File: src/hw/rtl/ppid_pkg.sv
// Shared types and register map for the clamped positional PID controller.
`timescale 1ns / 1ps
`default_nettype none

package ppid_pkg;

	localparam int unsigned ADDR_W = 5;
	localparam int unsigned DATA_W = 32;

	typedef logic [2:0] reg_idx_t;

	localparam reg_idx_t REG_P_GAIN    = 3'd0;
	localparam reg_idx_t REG_I_GAIN    = 3'd1;
	localparam reg_idx_t REG_D_GAIN    = 3'd2;
	localparam reg_idx_t REG_INT_LIMIT = 3'd3;
	localparam reg_idx_t REG_OUT_LIMIT = 3'd4;

	localparam logic [29:0] INT_LIMIT_RST = 30'd1000000;
	localparam logic [14:0] OUT_LIMIT_RST = 15'd32767;

	// Widths of the datapath
	localparam int unsigned ERR_W  = 17;
	localparam int unsigned DIFF_W = 18;
	localparam int unsigned INT_W  = 32;
	localparam int unsigned ACC_W  = 50;
	localparam int unsigned SHR_W  = ACC_W - 8;

endpackage

`default_nettype wire

File: src/hw/rtl/positional_pid_clamped.sv
// Top level of the clamped positional PID controller: config registers and datapath.
`timescale 1ns / 1ps
`default_nettype none

// Channel   | Signals                                   | Direction | Payload
// ----------+-------------------------------------------+-----------+-----------------------
// request   | in_valid, in_ready, setpoint, measured    | in        | 16b signed x2
// result    | out_valid, out_ready, drive               | out       | 16b signed
// config    | psel, penable, pwrite, paddr, pwdata,     | in/out    | 5 regs at 4*i
//           | prdata, pready                            |           |
//
// Throughput: one request per clock while out_ready stays high; a taken request goes
// into the input stage register, then into the result register once that is free or
// drained (input stage, then result register).
// The combinational path between the stage register and the result register holds the
// three gain multiplies, the sum, the shift and the clamps; the integral and the
// previous error feed back through that same path.
// Reset: arst_n clears the pipeline, the integral and the previous error, and
// loads the register defaults.
// Stalls: a held result blocks the input stage only when that stage is also full.
module positional_pid_clamped
	import ppid_pkg::*;
(
	input  wire logic                clk,
	input  wire logic                arst_n,
	// request channel
	input  wire logic                in_valid,
	output logic                     in_ready,
	input  wire logic signed [15:0]  setpoint,
	input  wire logic signed [15:0]  measured,
	// result channel
	output logic                     out_valid,
	input  wire logic                out_ready,
	output logic signed [15:0]       drive,
	// config port
	input  wire logic                psel,
	input  wire logic                penable,
	input  wire logic                pwrite,
	input  wire logic [ADDR_W-1:0]   paddr,
	input  wire logic [DATA_W-1:0]   pwdata,
	output logic [DATA_W-1:0]        prdata,
	output logic                     pready
);

	// Config registers
	logic [15:0] p_gain_q;
	logic [15:0] i_gain_q;
	logic [15:0] d_gain_q;
	logic [29:0] int_limit_q;
	logic [14:0] out_limit_q;

	// Input stage
	logic                    valid_s1;
	logic signed [15:0]      setpoint_s1;
	logic signed [15:0]      measured_s1;

	// Loop state
	logic signed [INT_W-1:0] integral_q;
	logic signed [ERR_W-1:0] prev_err_q;

	// Result register
	logic                    out_valid_q;
	logic signed [15:0]      drive_q;

	// Datapath
	logic                    advance;
	logic                    cfg_wr;
	logic signed [ERR_W-1:0] err;
	logic signed [DIFF_W-1:0] err_diff;
	logic signed [INT_W-1:0] int_base;
	logic signed [INT_W-1:0] int_lim_pos;
	logic signed [INT_W-1:0] int_lim_neg;
	logic signed [INT_W-1:0] int_clamped;
	logic signed [INT_W:0]   int_sum_wide;
	logic signed [INT_W-1:0] int_next;
	logic signed [33:0]      p_term;
	logic signed [48:0]      i_term;
	logic signed [34:0]      d_term;
	logic signed [ACC_W-1:0] acc;
	logic signed [SHR_W-1:0] acc_shr;
	logic signed [SHR_W-1:0] olim_pos;
	logic signed [SHR_W-1:0] olim_neg;
	logic signed [15:0]      drive_next;

	// Move the staged request into the result register whenever it is free or drained.
	assign advance   = valid_s1 && (!out_valid_q || out_ready);
	assign in_ready  = !valid_s1 || advance;
	assign out_valid = out_valid_q;
	assign drive     = drive_q;

	// Config port: zero wait states, write on the access phase.
	assign pready = 1'b1;
	assign cfg_wr = psel && penable && pwrite;

	always_comb begin
		case (paddr[ADDR_W-1:2])
			REG_P_GAIN:    prdata = {16'd0, p_gain_q};
			REG_I_GAIN:    prdata = {16'd0, i_gain_q};
			REG_D_GAIN:    prdata = {16'd0, d_gain_q};
			REG_INT_LIMIT: prdata = {2'd0, int_limit_q};
			REG_OUT_LIMIT: prdata = {17'd0, out_limit_q};
			default:       prdata = '0;
		endcase
	end

	always_ff @(posedge clk or negedge arst_n) begin
		if (!arst_n) begin
			p_gain_q    <= '0;
			i_gain_q    <= '0;
			d_gain_q    <= '0;
			int_limit_q <= INT_LIMIT_RST;
			out_limit_q <= OUT_LIMIT_RST;
		end else if (cfg_wr) begin
			case (paddr[ADDR_W-1:2])
				REG_P_GAIN:    p_gain_q    <= pwdata[15:0];
				REG_I_GAIN:    i_gain_q    <= pwdata[15:0];
				REG_D_GAIN:    d_gain_q    <= pwdata[15:0];
				REG_INT_LIMIT: int_limit_q <= pwdata[29:0];
				REG_OUT_LIMIT: out_limit_q <= pwdata[14:0];
				default: begin
					// drop writes to unmapped addresses
				end
			endcase
		end
	end

	// Error and its change since the last request
	assign err      = {setpoint_s1[15], setpoint_s1} - {measured_s1[15], measured_s1};
	assign err_diff = {err[ERR_W-1], err} - {prev_err_q[ERR_W-1], prev_err_q};

	// Integral: clear on zero feedback, clamp the stored value, then add the error.
	// The result stays within 2^30 - 1 + 2^16, so 32 bits always hold it.
	assign int_base    = (measured_s1 == 16'sd0) ? '0 : integral_q;
	assign int_lim_pos = $signed({2'b00, int_limit_q});
	assign int_lim_neg = -int_lim_pos;

	always_comb begin
		if (int_base > int_lim_pos) begin
			int_clamped = int_lim_pos;
		end else if (int_base < int_lim_neg) begin
			int_clamped = int_lim_neg;
		end else begin
			int_clamped = int_base;
		end
	end

	assign int_sum_wide = {int_clamped[INT_W-1], int_clamped}
	                    + {{(INT_W+1-ERR_W){err[ERR_W-1]}}, err};
	assign int_next     = int_sum_wide[INT_W-1:0];

	// Gain products: unsigned Q8.8 gains against signed operands, exact in Q.8
	assign p_term = $signed({1'b0, p_gain_q}) * err;
	assign i_term = $signed({1'b0, i_gain_q}) * int_next;
	assign d_term = $signed({1'b0, d_gain_q}) * err_diff;

	assign acc = {{(ACC_W-34){p_term[33]}}, p_term}
	           + {{(ACC_W-49){i_term[48]}}, i_term}
	           + {{(ACC_W-35){d_term[34]}}, d_term};

	// Arithmetic shift by 8 rounds toward minus infinity
	assign acc_shr  = acc[ACC_W-1:8];
	assign olim_pos = $signed({{(SHR_W-15){1'b0}}, out_limit_q});
	assign olim_neg = -olim_pos;

	always_comb begin
		if (acc_shr > olim_pos) begin
			drive_next = $signed({1'b0, out_limit_q});
		end else if (acc_shr < olim_neg) begin
			drive_next = -$signed({1'b0, out_limit_q});
		end else begin
			drive_next = acc_shr[15:0];
		end
	end

	// Control: stage valid, result valid, loop state
	always_ff @(posedge clk or negedge arst_n) begin
		if (!arst_n) begin
			valid_s1    <= 1'b0;
			out_valid_q <= 1'b0;
			integral_q  <= '0;
			prev_err_q  <= '0;
		end else begin
			if (in_valid && in_ready) begin
				valid_s1 <= 1'b1;
			end else if (advance) begin
				valid_s1 <= 1'b0;
			end

			if (advance) begin
				out_valid_q <= 1'b1;
				integral_q  <= int_next;
				prev_err_q  <= err;
			end else if (out_ready) begin
				out_valid_q <= 1'b0;
			end
		end
	end

	// Payload: hold the staged request and the result until they move on
	always_ff @(posedge clk) begin
		if (in_valid && in_ready) begin
			setpoint_s1 <= setpoint;
			measured_s1 <= measured;
		end
		if (advance) begin
			drive_q <= drive_next;
		end
	end

endmodule

`default_nettype wire

File: config.mk
export PLATFORM = sky130hd
export DESIGN_NAME = positional_pid_clamped
export DESIGN_NICKNAME = d
export VERILOG_FILES = /design/src/hw/rtl/ppid_pkg.sv /design/src/hw/rtl/positional_pid_clamped.sv
export SDC_FILE = /design/constraint.sdc
export NUM_CORES = 2
export LEC_CHECK = 0
export ABC_CLOCK_PERIOD_IN_PS = 27300
export BUFFER_PORTS_ARGS = -buffer_cell sky130_fd_sc_hd__buf_2
export CORE_ASPECT_RATIO = 0.8
export CORE_MARGIN = 2
export CORE_UTILIZATION = 60
export CTS_BUF_LIST = sky130_fd_sc_hd__clkbuf_8
export CTS_CLUSTER_SIZE = 30
export DETAILED_ROUTE_END_ITERATION = 8
export GPL_TIMING_DRIVEN = 0
export MAX_ROUTING_LAYER = met4
export PLACE_DENSITY = 0.77
export SETUP_SLACK_MARGIN = 0.4
export SLEW_MARGIN = 20
export SYNTH_ARGS = -nofsm -noshare
export SYNTH_HDL_FRONTEND = slang
export SYNTH_SLANG_ARGS = --single-unit
File: constraint.sdc
create_clock -name clk -period 27.3 [get_ports clk]
set_input_delay 2.73 -clock clk [delete_from_list [all_inputs] [get_ports clk]]
set_output_delay 2.73 -clock clk [all_outputs]
set_load 0.01 [all_outputs]
==> flow_summary.toml <==
[die]
core_mm2 = 0.09284
i_o_pins = 127
dieArea_mm2 = 0.09593
dieWidth_um = 345.8
initial_core_util_pct = 60.40
num_rows = 100
chipHeight_um = 277.4

[worst_setup_path]
worstPathArrival_ns = 23.80
timing_worst_setup_path_type = "reg -> reg"
cp_common_cell = "fa_1"
reg2regPathDepth = 71
critPathLaunchType = "flop"
critPathLaunch = "measured_s1[0]"
maximum_fanout_along_the_worst_path = 17
cp-endpoint = "drive[9]"
worst_r2r_end = "drive[9]"
r2r_setup_slack_ns = 3.88
critical_path_required_ns = 27.67
cpMaxStageDelayCell = "clkbuf_1"
crit_path_max_incr_delay_ns = 0.71
r2r_start = "measured_s1[0]"
timing.critical_path.to_type = "flop"

[sta]
setup_violations = 0
final_critical_path_setup_slack_ns = 3.879
hold_violations = 0
worst-slew-pin-transition_ns = 1.264
max_freq_mhz = 42.70
final_period_minus_worst_setup_slack_ns = 23.42
timing_max_transition_violations_final = 0
clock_skew_ns = 0.04305
unrepaired_setup_endpoints_after_global_routing = "no"
setup_total_negative_slack_ns = 0
final_worst_path_period_share_pct = 85.79
worst_slew_margin_rel_pct = 15.48

[global_routing]
globalRoute.totalOverflow = 0
groute.usage.overall_pct = 41.16
grt_pass1_wl_mm = 283.5
first_global_vias = 45880
largest_net_degree_at_the_start_of_global_routing = 76
grt_antenna_before_repair = 10

[detailed_routing]
vias_per_cell = 5.893
initial_drt_pass_iterations = 6
drt_drc_violations_left = 0
drtAntennaViolNets = 0
routedWlPerCell_um = 24.31
drt-total-wl_mm = 186.1
first_iteration_detailed_routing_drc_count = 4864
via_count = 45107

[min_path]
worstHoldPathType = "reg -> reg"
worst_hold_startpoint = "integral_q[1]"

[yosys]
synth-async-reset-ratio_pct = 75.00
synth_seq_cells = 192
synth.cell_area_mm2 = 0.05607
post_synth_inst_count = 6244
synth.area.top_cells = "fa_1 39%, ha_1 12%, inv_1 9.9%"
ys.warnings.count = 0
dominantRegCellSynth = "dfrtp_1"
yosys.area.top_type_share_pct = 39.31
synth_edf_count = 48
synth_seq_area_share_pct = 9.046
syn-mean-instance-area_um2 = 8.980
synth_cell_type_count = 94
yosysTopAreaCell = "fa_1"

[placed_design]
place.gp.congestion = 1.026
io_buffers = 118
detailed_place_hpwl_mm = 159.1
preCtsSetupSlack_ns = 4.099

[finish]
layout-drive-gt1-share_pct = 5.569
number_of_nets_at_the_end_of_the_flow = 8104
flow.area_growth_from_synthesis_pct = 5.456
final_cell_mix = "1477 x inv_1, 1101 x fa_1, 721 x nand2_1, 530 x ha_1, 433 x and2_1"
most_frequent_standard_cell_in_the_layout_excluding_fill_and_tap_cells = "inv_1"

[clock_tree]
numCtsBuffers = 17
cts.root.buffer_cell = "clkbuf_8"
worstSkewPairLatency_ns = 0.59
postCtsResizedCells = 0
cts_max_path_buffers = 2
cts_htree_levels = 4
cts_hold_buffers = 0
clock_sinks = 192
clkSlewWorstSetupHoldPaths_ns = 0.13
clock_tree_from_tritoncts = "done"
postCtsSetupRepairBufs = 0

[status]
status = "finished, final reports clean"

[job]
max-cap-violations = 0
## cell families after synthesis
logic type / after synthesis / synth area share, %
fa+ha+maj: 1631 / 51.13
compound gates: 651 / 7.758
other cells: 2 / 0.01339
xor+xnor: 165 / 2.591
simple gates: 1735 / 15.31
buf+inv: 1744 / 11.72
mux: 124 / 2.428
flops: 192 / 9.046
## layout make-up
type | instances | area [µm²]
Multi-Input combinational cell | 4309 | 44720
Buffer | 268 | 1040
Sequential cell | 192 | 5072
Clock inverter | 15 | 162.7
Timing Repair Buffer | 133 | 782.0
Antenna cell | 20 | 50.05
Fill cell | 8019 | 33710
Inverter | 1476 | 5540
Clock buffer | 17 | 234.0
Tap cell | 1224 | 1531
## per-stage QoR
step / cell area [µm²] / utilization, % / hold WS (ns) / cells
after floorplan: 56080 / - / 0.4418 / 6245
after global placement: 58200 / 62.69 / 0.4619 / 7587
after detailed placement: 58620 / 63.14 / 0.4687 / 7600
after CTS: 59010 / 63.57 / 0.4998 / 7632
after global routing: 59090 / 63.65 / 0.5167 / 7638
final: 59130 / 63.69 / 0.5138 / 7654
## critical path: cells and delay by family (launching register included)
family                     cells  cell delay [ns]
and+or+nand+nor               15             3.67
AOI/OAI and AO/OA             19             4.94
xor gates and xnor gates       2             1.02
buffers and inverters         17             4.92
DFF                            1             0.42
adders and majority gates     18             8.25
## per-layer routing
metal  track usage [%]  vias up  wire [µm]
met4             14.22        0       7399
li1                  -    19462          -
met1             57.89    22821      78280
met5                 -        -          0
met2             57.05     2497      77410
met3             11.75      327      22970
## cell usage after synthesis, drive strengths merged (38+ instances only)
master	n
nor2	182
xor2	38
nand2	722
o21ai	143
nand3	47
clkbuf	245
fa	1101
ha	530
edfxtp	48
a21o	72
and3	45
xnor2	127
dfrtp	122
nor2b	99
and2	438
a21oi	142
mux2	86
nor3	55
inv	1475
## worst min path at each step
stage / end / slack (ns) / depth (start not counted)
finish: integral_q[1] / 0.51 / 2
global route: integral_q[1] / 0.52 / 2
CTS: integral_q[1] / 0.50 / 2
detailed placement: integral_q[1] / 0.47 / 2
global placement: integral_q[1] / 0.46 / 2
floorplan: integral_q[1] / 0.44 / 2
## registers in the layout (all words and copies together) (netlist names)
register     flops
d_gain_q        16
prev_err_q      17
i_gain_q        16
setpoint_s1     16
out_limit_q     15
out_valid        1
int_limit_q     30
drive           16
integral_q      32
p_gain_q        16
measured_s1     16
valid_s1         1
Power is not shown: default switching activity piles up to over one toggle a cycle in this logic, so the estimate is an artifact.
